File: src/design/rss_ram.sv
// ----------------------------------------------------------------------------
// rss_ram: generic single-port-write, single-port-read memory
// One write and one read per cycle; read data is registered and holds
// until the next read.
// ----------------------------------------------------------------------------
`timescale 1ns / 1ps
`default_nettype none

module rss_ram #(
  parameter int unsigned Width = 64,
  parameter int unsigned Depth = 64
) (
  input  wire logic                     clk_i,
  input  wire logic                     we_i,
  input  wire logic [$clog2(Depth)-1:0] waddr_i,
  input  wire logic [Width-1:0]         wdata_i,
  input  wire logic                     re_i,
  input  wire logic [$clog2(Depth)-1:0] raddr_i,
  output logic      [Width-1:0]         rdata_o
);

  logic [Width-1:0] mem_q [Depth];
  logic [Width-1:0] rdata_q;

  // Write port.
  always_ff @(posedge clk_i) begin
    if (we_i) begin
      mem_q[waddr_i] <= wdata_i;
    end
  end

  // Registered read port.
  always_ff @(posedge clk_i) begin
    if (re_i) begin
      rdata_q <= mem_q[raddr_i];
    end
  end

  assign rdata_o = rdata_q;

endmodule

`default_nettype wire

File: config.mk
export PLATFORM = sky130hd
export DESIGN_NAME = rss_ram
export DESIGN_NICKNAME = d
export VERILOG_FILES = /design/src/design/rss_ram.sv
export SDC_FILE = /design/constraint.sdc
export NUM_CORES = 2
export LEC_CHECK = 0
export ABC_AREA = 0
export BUFFER_PORTS_ARGS = -buffer_cell sky130_fd_sc_hd__clkbuf_2
export CAP_MARGIN = 20
export CORE_ASPECT_RATIO = 2
export CORE_MARGIN = 2
export CORE_UTILIZATION = 55
export CTS_BUF_LIST = sky130_fd_sc_hd__clkbuf_16
export DETAILED_ROUTE_END_ITERATION = 7
export PLACE_DENSITY = 0.71
export SYNTH_ARGS = -nofsm -noshare
export SYNTH_HDL_FRONTEND = slang
export SYNTH_SLANG_ARGS = --single-unit
File: constraint.sdc
create_clock -name clk_i -period 9.52 [get_ports clk_i]
set_clock_uncertainty 0.1 [all_clocks]
set_input_delay 0.952 -clock clk_i [delete_from_list [all_inputs] [get_ports clk_i]]
set_output_delay 0.952 -clock clk_i [all_outputs]
set_load 0.02 [all_outputs]
# ---- After elaboration in Yosys (flattened, before gate mapping)
# Memory sizes are Yosys's and may differ from the RTL's. A register that Yosys moved wholly into a read port is not among the register bits.
# Cells that the tools add are included.
dict set report classes {
  muxes 2
}
# operator count
set op_table {}
lappend op_table {{1-bit two-way mux} 2}
dict set report totals {
  regBits 0
  ramBits 4096
  in_bits 79
  out_inout_bits 64
  wordCells 3
  n_memories 1
}
# memory depth width read_ports rd_clocked_by_memory_dff write_ports line_no
set memory_table {}
lappend memory_table {mem_q 64 64 1 1 1 22} ;# logic [Width-1:0] mem_q [Depth];

# ---- Depth between registers and ports, before layout
dict set report depth {
  word_depth 2
  mapped_depth 9
  mapped_depth_nobuf 5
}

# ---- Least setup slack after synthesis
# OpenSTA, ideal clock, no wires.
dict set report synth_timing {
  path_type {in2reg}
  startpoint {input port waddr_i[3]}
  endpoint {memory mem_q[48][0], enable pin}
  setup_time_ns 0.564
  arrival_ns 5.824
  t_required_ns 8.856
  path_slack_ns 3.032
  stages 4
  path_buffers 1
  path_cell_list {clkbuf_1 > nor2b_1 > nand4b_1 > nor3_1}
}
# element line_no
set synth_rtl {}
lappend synth_rtl {{start: declaration} 15} ;# input wire logic [$clog2(Depth)-1:0] waddr_i,
lappend synth_rtl {{end: declaration} 22}
# Straight into the memory's write port.

==> out/metrics.yaml <==
outcome:
  status: "finished clean"
detailed_routing:
  final_antenna_net_count: 0
  wl_per_cell_um: 39.6
  vias: 76317
  drt_first_iter_violations: 11327
  met3_length_mm: 41.9
  dr_wl_met2_mm: 227
  met1_length_mm: 141
  firstDrtPassIters: 6
  top_layer: "met5"
  vias_per_cell: 6.93
  drcViolationCount: 0
  drt_wl_total_mm: 436
layout:
  fin_util: 0.616
  area_growth_pct: 11.5
  n_fill_cell: 18771
  final_nets: 7051
  layout-drive-gt1-share: 0.279
  final_cell_area_mm2: 0.175
sta:
  grt_setup_unrepaired: "no"
  slew_headroom: 0.155
  drv_slew: 0
  fmax_mhz: 251
  fin_ws_ns: 5.53
  setup-violations-final: 0
  timing.final.crit_share: 0.419
  period_needed_ns: 3.99
  worst_slew_pin_slew_ns: 1.27
  setup_tns_ns: 0
  hold_viol_final: 0
synthesis:
  synthFlopType: "edfxtp_1"
  synth_area_mm2: 0.157
  post-synth-top-count-cell: "edfxtp_1"
  synth_async_sr_flop_share: 0
  synth.top_cells.by_area: "edfxtp_1 80%, mux4_2 15%, mux2i_1 0.86%"
  ys.warnings.count: 0
  synthCells: 6598
  ys_seq_area_frac: 0.796
  syn_area_per_cell_um2: 23.8
  synth_top_cell_area_share: 0.796
  synth_top_cells_by_count: "4160 x edfxtp_1, 1024 x mux4_2, 170 x buf_2"
  yosysTopAreaCell: "edfxtp_1"
  synth_cell_type_count: 32
  syn-num-nets: 6677
  ys_seq_elements: 4160
  synth_enable_flop_cells: 4160
global_route:
  grt_max_degree: 139
  grt_pass1_vias: 77228
  track_usage: 0.300
  antenna_found_initial: 22
  grt.overflow.total: 0
  grt_pass1_wl_mm: 602
worst_setup_path:
  cp.required_ns: 10.07
  cpMaxStageDelayCell: "buf_4"
  start_kind: "input pin"
  crit_top_cell: "buf_4"
  setup.worst_path.end_class: "register"
  cp.buffers_inverters: 3
  r2r_slack_ns: 7.04
  slowest_delay_ns: 0.80
  cp_cell_sequence: "buf_8 -> buf_4 -> buf_4 -> mux4_2 -> mux2i_1 -> o22ai_1 -> a31oi_1 -> a211oi_1"
  path_delay_family: "buffers and inverters"
  worstPathMaxFanout: 77
  worstSetupPathType: "input pin to register"
  crit_arrival_ns: 4.54
pwr:
  p_leak_uw: 0.0545
  power_density_mw_per_mm2: 207
  power_uw: 36200
  ir_worst_vdd_v: 0.000139
floorplanning:
  initial_utilization: 0.552
  dieArea_mm2: 0.290
  die_w_um: 382
  rows: 277
  coreArea_mm2: 0.284
  chipHeight_um: 760
  num_io_pins: 143
place:
  routabilityCongestion: 0.806
  dp_slack_ns: 4.53
  port_buffers: 142
  hpwl_mm: 237
  dpl_cell_area_mm2: 0.163
run:
  max_cap_violations: 0
clocking:
  clkTransAtPathRegs_ns: 0.07
  cts_buffers: 339
  clk_path_buf_depth: 4
  clock-sinks: 4160
  cts_hold_buf: 0
  clk_latency_ns: 0.96
  h-tree-depth: 5
  cts_tree: "done"
  post_cts_resize_count: 0
  cts-root-buf: "clkbuf_16"
  post-cts-setup-buffers: 0
min_path:
  worstHoldPathType: "input pin to register"
-- registers in the layout (all words and copies together), names as in the netlist --
register  cells
rdata_o      64
mem_q      4096
-- worst register-to-register path, delay by kind of cell (launching register included) --
kind | cells | cell delay [ns]
compound gates | 2 | 0.85
flops | 1 | 0.37
mux | 1 | 0.47
simple gates | 1 | 0.39
-- where the power goes --
| part | internal, uW | leakage [uW] | switching, uW | total, uW |
|---|---|---|---|---|
| Sequential | 20300 | 0.0375 | 64.7 | 20400 |
| Combinational | 661 | 0.0115 | 1130 | 1790 |
| Clock | 7550 | 0.00553 | 6460 | 14000 |
| Total | 28500 | 0.0545 | 7650 | 36200 |
-- placed cells by master, fill, tap and decap left out, types with 5 or more instances in the layout --
cell / count
clkbuf_2: 138
a2bb2oi_1: 19
inv_6: 5
a211oi_1: 63
bufinv_16: 32
buf_12: 76
diode_2: 8
clkinvlp_4: 13
clkbuf_16: 349
a22oi_1: 168
nor2_1: 47
or3_1: 29
edfxtp_1: 4160
mux4_2: 1024
a41oi_1: 26
inv_1: 70
clkinv_1: 75
o22ai_1: 83
nand2_1: 55
mux2i_1: 135
clkinv_8: 10
clkinv_4: 5
nand3_1: 45
o221ai_1: 38
clkinv_2: 65
a22o_1: 88
nand2b_1: 8
or2_2: 28
a31oi_1: 18
and3_1: 64
buf_4: 184
nor2_4: 64
nor2b_1: 24
-- logic make-up (layout without fill, tap and decap cells) --
logic type / after synthesis / count (layout) / synth area share
muxes: 1159 / 1159 / 0.156
AOI/OAI and AO/OA: 504 / 504 / 0.0247
DFF: 4160 / 4160 / 0.796
and+or+nand+nor: 386 / 386 / 0.0123
other: 0 / 8 / 0
buffers and inverters: 389 / 1029 / 0.0118
-- stage by stage --
step           hold WS [ns]  instances
3_3_place_gp          0.797      10340
5_1_grt               0.151      11007
2_1_floorplan         0.765       6598
6_report              0.166      11012
4_1_cts               0.367      10955
3_5_place_dp          0.802      10348
-- final timing paths --
kind                   to          start  cells past startpoint
max           rdata_o[33]     raddr_i[1]                      8
min          mem_q[52][1]     wdata_i[1]                      1
max reg2reg   rdata_o[36]  mem_q[38][36]                      4
min reg2reg   rdata_o[16]  mem_q[55][16]                      4
-- metal layers --
metal,up-vias,GRT usage
met5,-,0
met4,10,0.150
met3,1189,0.0492
met2,5030,0.520
met1,40901,0.367
li1,29187,-
-- final cells by class --
class | instances | area, um^2 | share of cell area
Antenna cell | 8 | 20.0 | 0.000114
Clock inverter | 258 | 2140 | 0.0122
Inverter | 19 | 71.3 | 0.000407
Sequential cell | 4160 | 125000 | 0.714
Clock buffer | 349 | 8730 | 0.0499
Timing Repair Buffer | 403 | 3710 | 0.0212
Multi-Input combinational cell | 2049 | 30800 | 0.176
Tap cell | 3766 | 4710 | 0.0269
(Power assumes the default switching activity.)
