$ cat config.mk
export PLATFORM = sky130hd
export DESIGN_NAME = rss_draw
export DESIGN_NICKNAME = d
export VERILOG_FILES = /design/src/design/rss_pkg.sv /design/src/design/rss_draw.sv
export SDC_FILE = /design/constraint.sdc
export NUM_CORES = 1
export LEC_CHECK = 0
export BUFFER_PORTS_ARGS = -buffer_cell sky130_fd_sc_hd__buf_2
export CORE_ASPECT_RATIO = 0.5
export CORE_MARGIN = 1
export CORE_UTILIZATION = 50
export CTS_CLUSTER_SIZE = 28
export DETAILED_ROUTE_END_ITERATION = 12
export HOLD_SLACK_MARGIN = 0.1
export PLACE_DENSITY = 0.65
export SYNTH_ARGS = -nofsm -noshare
export SYNTH_HDL_FRONTEND = slang
export SYNTH_SLANG_ARGS = --single-unit
$ cat constraint.sdc
create_clock -name clk_i -period 8.55 [get_ports clk_i]
set_input_delay 2.1375 -clock clk_i [delete_from_list [all_inputs] [get_ports clk_i]]
set_output_delay 2.1375 -clock clk_i [all_outputs]
set_load 0.01 [all_outputs]
$ cat src/design/rss_pkg.sv
// ----------------------------------------------------------------------------
// rss_pkg: shared types and constants of the random-swap shuffle block
// Record layouts, controller states, draw-unit control and the generator
// constants of the minimal-standard sequence.
// ----------------------------------------------------------------------------
`timescale 1ns / 1ps
`default_nettype none

package rss_pkg;

  // Store geometry.
  localparam int unsigned Capacity  = 64;
  localparam int unsigned AddrW     = $clog2(Capacity);
  localparam int unsigned CountW    = 7;
  localparam int unsigned WordW     = 64;
  localparam int unsigned NumFields = 4;
  localparam int unsigned FieldW    = $clog2(NumFields);

  // Field order inside the stores, which is also the draw order.
  localparam logic [FieldW-1:0] FieldPos  = 2'd0;
  localparam logic [FieldW-1:0] FieldMomX = 2'd1;
  localparam logic [FieldW-1:0] FieldMomY = 2'd2;
  localparam logic [FieldW-1:0] FieldMomZ = 2'd3;

  // Minimal-standard generator.
  localparam int unsigned      SeedW     = 31;
  localparam int unsigned      MultW     = 15;
  localparam logic [SeedW-1:0] SeedReset = 31'd31207321;
  localparam logic [SeedW-1:0] SeedMod   = 31'h7FFF_FFFF;
  localparam logic [MultW-1:0] SeedMult  = 15'd16807;

  localparam logic [CountW-1:0] CountReset = 7'd64;

  // One loaded record.
  typedef struct packed {
    logic [WordW-1:0] position;
    logic [WordW-1:0] mom_x;
    logic [WordW-1:0] mom_y;
    logic [WordW-1:0] mom_z;
  } in_word_t;

  // One emitted record.
  typedef struct packed {
    logic [WordW-1:0] out_position;
    logic [WordW-1:0] out_mom_x;
    logic [WordW-1:0] out_mom_y;
    logic [WordW-1:0] out_mom_z;
    logic             last;
  } out_word_t;

  // Step enables from the controller to the draw unit.
  typedef struct packed {
    logic mul_en;
    logic fold_en;
    logic scale_en;
  } draw_ctrl_t;

  typedef enum logic [3:0] {
    ST_LOAD,
    ST_MUL,
    ST_FOLD,
    ST_SCALE,
    ST_DIV,
    ST_WR_I,
    ST_WR_J,
    ST_E_RD,
    ST_E_LD,
    ST_E_OUT
  } state_e;

endpackage

`default_nettype wire

$ cat src/design/rss_draw.sv
// ----------------------------------------------------------------------------
// rss_draw: swap-partner generator
// Holds the persistent seed, advances it by one minimal-standard step and
// scales the new seed to a partner index below the run length.
// ----------------------------------------------------------------------------
`timescale 1ns / 1ps
`default_nettype none

module rss_draw (
  input  wire logic                          clk_i,
  input  wire logic                          rst_ni,
  input  wire rss_pkg::draw_ctrl_t           ctrl_i,
  input  wire logic [rss_pkg::CountW-1:0]    run_len_i,
  output logic      [rss_pkg::AddrW-1:0]     j_o
);

  localparam int unsigned ProdW  = rss_pkg::SeedW + rss_pkg::MultW;
  localparam int unsigned ScaleW = rss_pkg::CountW + rss_pkg::SeedW;

  logic [rss_pkg::SeedW-1:0] seed_q, seed_d;
  logic [ProdW-1:0]          prod_q;
  logic [ScaleW-1:0]         scale_q;
  logic [rss_pkg::SeedW:0]   fold_sum;
  logic [rss_pkg::CountW-1:0] est, est_p1, j_raw, j_max, j_clamp;
  logic [ScaleW-1:0]         thresh;

  // Seed register persists across runs.
  always_ff @(posedge clk_i or negedge rst_ni) begin
    if (!rst_ni) begin
      seed_q <= rss_pkg::SeedReset;
    end else begin
      seed_q <= seed_d;
    end
  end

  // Product and scaled seed registers.
  always_ff @(posedge clk_i) begin
    if (ctrl_i.mul_en) begin
      prod_q <= seed_q * rss_pkg::SeedMult;
    end
    if (ctrl_i.scale_en) begin
      scale_q <= run_len_i * seed_q;
    end
  end

  // Reduction mod 2^31-1: add the high part onto the low part, then one
  // conditional subtract.
  always_comb begin
    fold_sum = {1'b0, prod_q[rss_pkg::SeedW-1:0]}
             + (rss_pkg::SeedW+1)'(prod_q[ProdW-1:rss_pkg::SeedW]);
    if (fold_sum >= {1'b0, rss_pkg::SeedMod}) begin
      fold_sum = fold_sum - {1'b0, rss_pkg::SeedMod};
    end
    seed_d = ctrl_i.fold_en ? fold_sum[rss_pkg::SeedW-1:0] : seed_q;
  end

  // Division by 2^31-2: the shift estimate is exact or one low, so one
  // compare against (est+1)*(2^31-2) settles it. The top seed value would
  // give the run length itself, so the result is clamped to n-1.
  always_comb begin
    est     = scale_q[ScaleW-1:rss_pkg::SeedW];
    est_p1  = est + 1'b1;
    thresh  = {est_p1, {rss_pkg::SeedW{1'b0}}} - ScaleW'({est_p1, 1'b0});
    j_raw   = (scale_q >= thresh) ? est_p1 : est;
    j_max   = run_len_i - 1'b1;
    j_clamp = (j_raw > j_max) ? j_max : j_raw;
    j_o     = j_clamp[rss_pkg::AddrW-1:0];
  end

  // The seed stays inside 1..2^31-2.
  a_seed_range: assert property (@(posedge clk_i) disable iff (!rst_ni)
    (seed_q != '0) && (seed_q != rss_pkg::SeedMod))
    else $error("seed left the generator range");

  // A nonzero seed has no fixed point, so every step changes it.
  a_seed_moves: assert property (@(posedge clk_i) disable iff (!rst_ni)
    ctrl_i.fold_en |=> (seed_q != $past(seed_q)))
    else $error("seed did not advance on a draw");

endmodule

`default_nettype wire

## Yosys cells after proc, flatten, opt, wreduce, memory -nomap -nowiden

Cells that the tools add are included.

- Add/subtract/negate cells: 5
- $lt $le $gt $ge: 3
- Multiply operators: 2
- Muxes and demuxes: 3

Operator list:

| kind | count |
|---|---|
| 31-bit by 15-bit multiplier with 46-bit output, second input constant | 1 |
| 38-bit greater-or-equal comparator | 1 |
| 7-bit by 31-bit multiplier with 38-bit output | 1 |
| 38-bit by 8-bit subtractor with 38-bit output | 1 |
| 31-bit by 15-bit adder with 32-bit output | 1 |
| 32-bit by 31-bit greater-or-equal comparator with 1-bit output, second input constant | 1 |
| 31-bit 2-to-1 mux | 1 |
| 31-bit subtractor, second input constant | 1 |
| 7-bit by 1-bit adder with 7-bit output, second input constant | 1 |
| 7-bit > comparator | 1 |
| 7-bit 2-to-1 mux | 1 |
| 7-bit by 1-bit subtractor with 7-bit output, second input constant | 1 |
| 6-bit 2-to-1 mux | 1 |

- Input bits: 12
- Bits in registers: 115
- Logic and storage cells: 16

## Longest topological paths before layout

Gate-level depths: netlist of run 1.

- Depth after elaboration: 6
- Depth in mapped cells: 30

## Worst setup path before layout of run 1

No wires, ideal clock.

- Path kind: register to output
- Start: register scale_q[31]
- End: output j_o[5] (netlist name)
- Data required time: 6412 ps
- Data arrival time: 5604 ps
- Path slack: 808 ps
- Path buffers: 3
- Cell stages (with the launch flop): 30
- Cell sequence: edfxtp_1 > clkbuf_1 > and3_1 > clkbuf_1 > nand3_1 > nor2_1 > o21ai_0 > nand2b_1 > nand2b_1 > o21ai_0 > ha_1 > nand4_1 > nor4_1 > nand2_1 > nor3_1 > a221oi_1 > o21ai_1 > nor2_2 > o21ai_0 > mux2_2 > ha_1 > nor2b_1 > o21ai_0 > nand2b_1 > a221oi_1 > a41oi_1 > clkbuf_1 > nor2_1 > o211ai_1 > a221oi_1

- Longest elaborated chain between the ends: 6

RTL lines:

| item | RTL line | text |
|---|---|---|
| from (decl) | rss_draw.sv:22 | `logic [ScaleW-1:0] scale_q;` |
| from (signal assigned) | rss_draw.sv:42 | `scale_q <= run_len_i * seed_q;` |
| 7-bit by 1-bit adder with 7-bit output | rss_draw.sv:62 | `est_p1 = est + 1'b1;` |
| 38-bit by 8-bit subtractor with 38-bit output | rss_draw.sv:63 | `thresh = {est_p1, {rss_pkg::SeedW{1'b0}}} - ScaleW'({est_p1, 1'b0});` |
| 38-bit greater-or-equal comparator | rss_draw.sv:64 | `j_raw = (scale_q >= thresh) ? est_p1 : est;` |
| 7-bit 2-to-1 mux * | rss_draw.sv:64 |  |
| 7-bit > comparator | rss_draw.sv:66 | `j_clamp = (j_raw > j_max) ? j_max : j_raw;` |
| 6-bit 2-to-1 mux * | rss_draw.sv:66 |  |
| to (decl) | rss_draw.sv:14 | `output logic [rss_pkg::AddrW-1:0] j_o` |

Mark *: on every way between the ends. The rest lies on a longest branch, timed or not.

## Worst setup path in the final report of run 1

- Start: register scale_q[33]
- End: output j_o[4] (netlist name)

The elaborated chain is that of the path after synthesis.

==> impl_metrics.toml, run 1 <==
[logic_synthesis]
avgSynthCellArea_um2 = 9.455
synth_edf_count = 84
ys_seq_area_frac = 0.1601
synth_cells = 2191
syn-num-nets = 2786
synth.most_common_cell = "inv_1"
yosys-top-cells-count = "inv_1, ha_1, fa_1"
synthFlopType = "edfxtp_1"
synth_top_area_cell = "fa_1"
syn_area_um2 = 20710
ys_top_cells_by_area = "fa_1, ha_1, edfxtp_1"
ys_warn_count = 0
ys_async_sr_fraction = 0.2696
synthDistinctLibCells = 87
ys_ff_latch = 115
yosys.area.top_type_share = 0.2687

[cells_and_area]
instances_no_fill = 2757
final_nets = 2799
diodes = 0
area_delta_synth_final_pct = 7.200
drive_gt1_frac = 0.07533

[floorplanning]
die_area_um2 = 42300
fp.dieW_um = 289.9
coreArea_um2 = 40600
start_util = 0.5102
rows = 52
die_h_um = 145.9
boundaryPins = 18

[global_route]
antenna_found_initial = 0
grt_max_degree = 59
grt_usage = 0.2578
grt_pass1_vias = 15850
grt_pass1_wl_um = 85610
grt-ovfl-total = 0

[route]
viasPerCell = 5.745
firstDrtPassIters = 8
wirelength_um = 52060
vias = 15840
drc = 0
routedWlPerCell_um = 18.88
drt_iter0_markers = 1052
ant_nets = 0

[critical_path]
cp-end-kind = "output pin"
cp.arrival_ns = 6.05
crit_top_cell = "a221oi_1"
path_max_fanout = 13
cp.required_ns = 6.41
r2r_cells = 18
crit_type = "reg -> out"
cpPeakStageDelay_ns = 0.46
crit_path_start_kind = "register"
cpMaxStageDelayCell = "edfxtp_1"

[placed_design]
port_buffers = 17
dp.cells = 2720
place.gp.congestion = 0.9146
hpwl_um = 41710

[worst_hold_path]
hold_depth = 3
hp-class = "reg -> reg"

[timing]
fin_crit_sh = 0.9571
worst_pin_slew_ns = 1.110
drv_slew = 0
period_needed_ns = 8.183
whs_ns = 0.6117
clock.fmax_mhz = 122.2
finalSetupTns_ns = 0
hold_viol_final = 0
relSlewSlack = 0.2602
clock_skew_ns = 0.01215
setup_viol = 0

[status]
status = "finished clean"

[cts]
clockBufferDepth = 2
cts_buffers = 17
clock_sinks = 115
clk_latency_ns = 0.44
holdBufCountCts = 0
clk_pin_slew_worst_paths_ns = 0.06
clockRootBuffer = "clkbuf_16"
htreeDepth = 4
cts_tree = "built"

[job]
max-cap-violations = 0
==> stage by stage <==
step	worst slack, ns	cell area [µm²]	utilization
after detailed placement	0.1654	21480	0.5291
after CTS	0.02218	22130	0.5451
after global routing	-0.01552	22210	0.5470
final	0.3672	22210	0.5470
after floorplan	0.8080	20710	-
after global placement	0.3509	21480	0.5291
==> metal layers <==
metal / wire (µm) / track usage / up-vias / share of wire
li1: - / - / 7483 / -
met1: 24610 / 0.3771 / 7790 / 0.47
met2: 23230 / 0.4058 / 499 / 0.45
met3: 3418 / 0.03879 / 66 / 0.066
met4: 795 / 0.05479 / 0 / 0.015
met5: 0 / 0 / - / 0
==> path summary, 6_finish.rpt <==
check / startpoint / endpoint / slack (ns)
setup reg to reg: seed_q[18] / prod_q[45] / 1.23
max in group asynchronous: rst_ni / seed_q[27] / 6.26
hold reg to reg: prod_q[21] / seed_q[21] / 0.61
min in group asynchronous: rst_ni / seed_q[1] / 1.77
setup / recovery: scale_q[33] / j_o[4] / 0.37
hold / removal: prod_q[21] / seed_q[21] / 0.61
==> logic make-up (layout without fill, tap and decap cells) <==
logic type | count (synthesis) | count (layout) | synth area share
adder cells (fa/ha/maj) | 583 | 583 | 0.4529
multiplexers | 5 | 5 | 0.002597
AO/OA/AOI/OAI | 397 | 397 | 0.1330
XOR/XNOR | 101 | 101 | 0.04307
flip-flops | 115 | 115 | 0.1601
buffers and inverters | 390 | 416 | 0.07164
AND/OR/NAND/NOR | 600 | 600 | 0.1367
==> sequential cells by signal, indices dropped and copies added (netlist names) <==
name and flops:
prod_q 46, seed_q 31, scale_q 38
==> worst max-delay path, delay by kind of cell (launching register included) <==
family                     cells  cell delay (ns)
AOI/OAI and AO/OA             11             1.84
and+or+nand+nor               11             1.57
adders and majority gates      2             0.60
buffers and inverters          3             0.59
DFF                            1             0.46
muxes                          1             0.38
xor gates and xnor gates       1             0.17
==> layout make-up <==
class / instances / area (µm²)
Clock inverter: 15 / 182.7
Multi-Input combinational cell: 1686 / 15990
Clock buffer: 17 / 425.4
Tap cell: 540 / 675.6
Inverter: 327 / 1231
Sequential cell: 115 / 3317
Fill cell: 3675 / 18390
Timing Repair Buffer: 57 / 385.4
==> cells in the final DEF, fill, tap and decap left out, types with 12 or more instances in the layout <==
master	instances
and3_1	25
a21o_1	63
nand2b_1	20
a31oi_1	12
a21oi_1	88
dfstp_2	15
nand3_1	38
o2111ai_1	15
a211oi_1	15
inv_1	324
or2_2	14
o221ai_1	15
nand4_1	24
dfrtp_1	16
xnor2_1	66
o21a_1	12
fa_1	278
xor2_1	33
clkbuf_16	17
and2_1	21
edfxtp_1	84
nand2_1	260
o21bai_1	13
buf_4	40
o21ai_0	52
nor3_1	26
ha_1	304
o211ai_1	24
nor2_1	108
buf_2	17
==> repair_timing <==
action                     CTS  global route
setup endpoints to repair    6             6
gates resized for setup      3            21
cloned                       0             0
buffers inserted             3             2
pin swaps                    0             1
Power of run 1 is not shown: default switching activity piles up to over one toggle a cycle in this logic, so the estimate is an artifact.
==> run 2: changes to the inputs <==
==> constraint.sdc (replaced) <==
create_clock -name clk_i -period 8.55 [get_ports clk_i]
set_input_delay 2.1375 -clock clk_i [delete_from_list [all_inputs] [get_ports clk_i]]
set_output_delay 2.1375 -clock clk_i [all_outputs]
set_load 0.05 [all_outputs]
==> impl_metrics.toml, run 2 (synthesis results as in run 1) <==
[route]
wirelength_um = 52150
ant_nets = 0
routedWlPerCell_um = 18.87
viasPerCell = 5.749
drc = 0
drt_iter0_markers = 1054
firstDrtPassIters = 5
vias = 15890

[floorplanning]
die_area_um2 = 42300
boundaryPins = 18
rows = 52
start_util = 0.5102
fp.dieW_um = 289.9
coreArea_um2 = 40600
die_h_um = 145.9

[placed_design]
place.gp.congestion = 0.8918
port_buffers = 17
dp.cells = 2726
hpwl_um = 41750

[cells_and_area]
largest_register_ffs = 46
instances_no_fill = 2763
final_cell_mix = "inv_1, ha_1, fa_1"
area_delta_synth_final_pct = 7.599
diodes = 0
top_register = "prod_q"
reg_top3 = "prod_q x46, scale_q x38, seed_q x31"
final_common_cell = "inv_1"
final_nets = 2805
drive_gt1_frac = 0.08187

[critical_path]
cp.arrival_ns = 6.00
worstReg2RegStart = "seed_q[18]"
critPathLaunch = "scale_q[31]"
path_max_fanout = 12
reg2reg_setup_slack_ns = 1.21
crit_type = "reg -> out"
crit_path_start_kind = "register"
cp-end-kind = "output pin"
cp.required_ns = 6.41

[timing]
worst_pin_slew_ns = 1.106
clock_skew_ns = 0.01266
relSlewSlack = 0.2626
drv_slew = 0
clock.fmax_mhz = 122.9
hold_viol_final = 0
fin_crit_sh = 0.9517
period_needed_ns = 8.137
setup_viol = 0

[cts]
clockBufferDepth = 2
cts_buffers = 17
cts_tree = "built"
clock_sinks = 115
clk_latency_ns = 0.44
clockRootBuffer = "clkbuf_16"
holdBufCountCts = 0
clk_pin_slew_worst_paths_ns = 0.07
htreeDepth = 4

[job]
max-cap-violations = 0

[global_route]
grt-ovfl-total = 0
antenna_found_initial = 0
grt_usage = 0.2592
grt_max_degree = 59
grt_pass1_wl_um = 86550
grt_pass1_vias = 16000

[worst_hold_path]
hp-start = "prod_q[21]"
hp-class = "reg -> reg"

[status]
status = "finished clean"
[run 2: cell count changes in the layout (fill, tap and decap cells not counted), sizes merged]
cell / delta
clkinvlp: -2
inv: -1
clkbuf: +1
clkinv: +5
bufinv: -2
buf: +5
[run 2: timing repair]
| action | CTS | global route |
|---|---|---|
| setup endpoints to repair | 5 | 6 |
| pin swaps | 0 | 4 |
| setup buffers | 3 | 2 |
| resized for setup | 4 | 33 |
[run 2: metrics by stage]
| step | cell area [µm²] | hold WS, ns | setup slack [ns] | setup TNS [ns] | utilization |
|---|---|---|---|---|---|
| finish | 22290 | 0.6227 | 0.4126 | 0 | 0.5490 |
| global route | 22290 | 0.6556 | -0.06368 | -0.1462 | 0.5490 |
| CTS | 22160 | 0.6150 | 0.06963 | 0 | 0.5457 |
| detailed placement | 21530 | 0.6149 | 0.2720 | 0 | 0.5304 |
| global placement | 21530 | 0.6088 | 0.3735 | 0 | 0.5304 |
| floorplan | 20720 | 0.5367 | 0.01913 | 0 | - |
[run 2: routing by layer]
metal	up-vias	wire length (µm)	GRT usage
met4	0	1040	0.06410
met3	67	2980	0.03451
met2	460	23080	0.4052
met1	7859	25050	0.3808
li1	7499	-	-
met5	-	0	0
[run 2: path summary, 6_finish.rpt]
kind | cells after the start | to
min in group asynchronous | 1 | seed_q[1]
setup reg to reg | 18 | prod_q[45]
max in group asynchronous | 1 | seed_q[27]
hold / removal | 3 | seed_q[21]
setup / recovery | 27 | j_o[4]
hold reg to reg | 3 | seed_q[21]
[run 2: critical path, cell delays in order, from the launching register on]
cell and delay, ns:
edfxtp_1 0.41, ha_4 0.21, nand3_1 0.14, o21a_1 0.23, nor2_4 0.14, o21ai_2 0.09, nand2b_2 0.24, nand2b_1 0.18
a21oi_1 0.14, ha_1 0.27, a21o_1 0.16, a21o_1 0.17, a21o_1 0.17, a21o_1 0.18, a21oi_2 0.15, o21ai_2 0.11
or2_4 0.32, nand2_1 0.08, o2111ai_1 0.10, ha_1 0.31, a21o_1 0.16, a21o_1 0.19, a221oi_2 0.27, a41oi_1 0.11
buf_4 0.23, a221o_1 0.27, a221oi_1 0.29, buf_4 0.25
[run 2: final cells by class]
| type | count | area (µm²) |
|---|---|---|
| Sequential cell | 115 | 3317 |
| Timing Repair Buffer | 63 | 439.2 |
| Multi-Input combinational cell | 1686 | 16040 |
| Tap cell | 540 | 675.6 |
| Clock buffer | 17 | 425.4 |
| Fill cell | 3722 | 18310 |
| Clock inverter | 15 | 160.2 |
| Inverter | 327 | 1231 |
Power of run 2 is left out for the same reason.
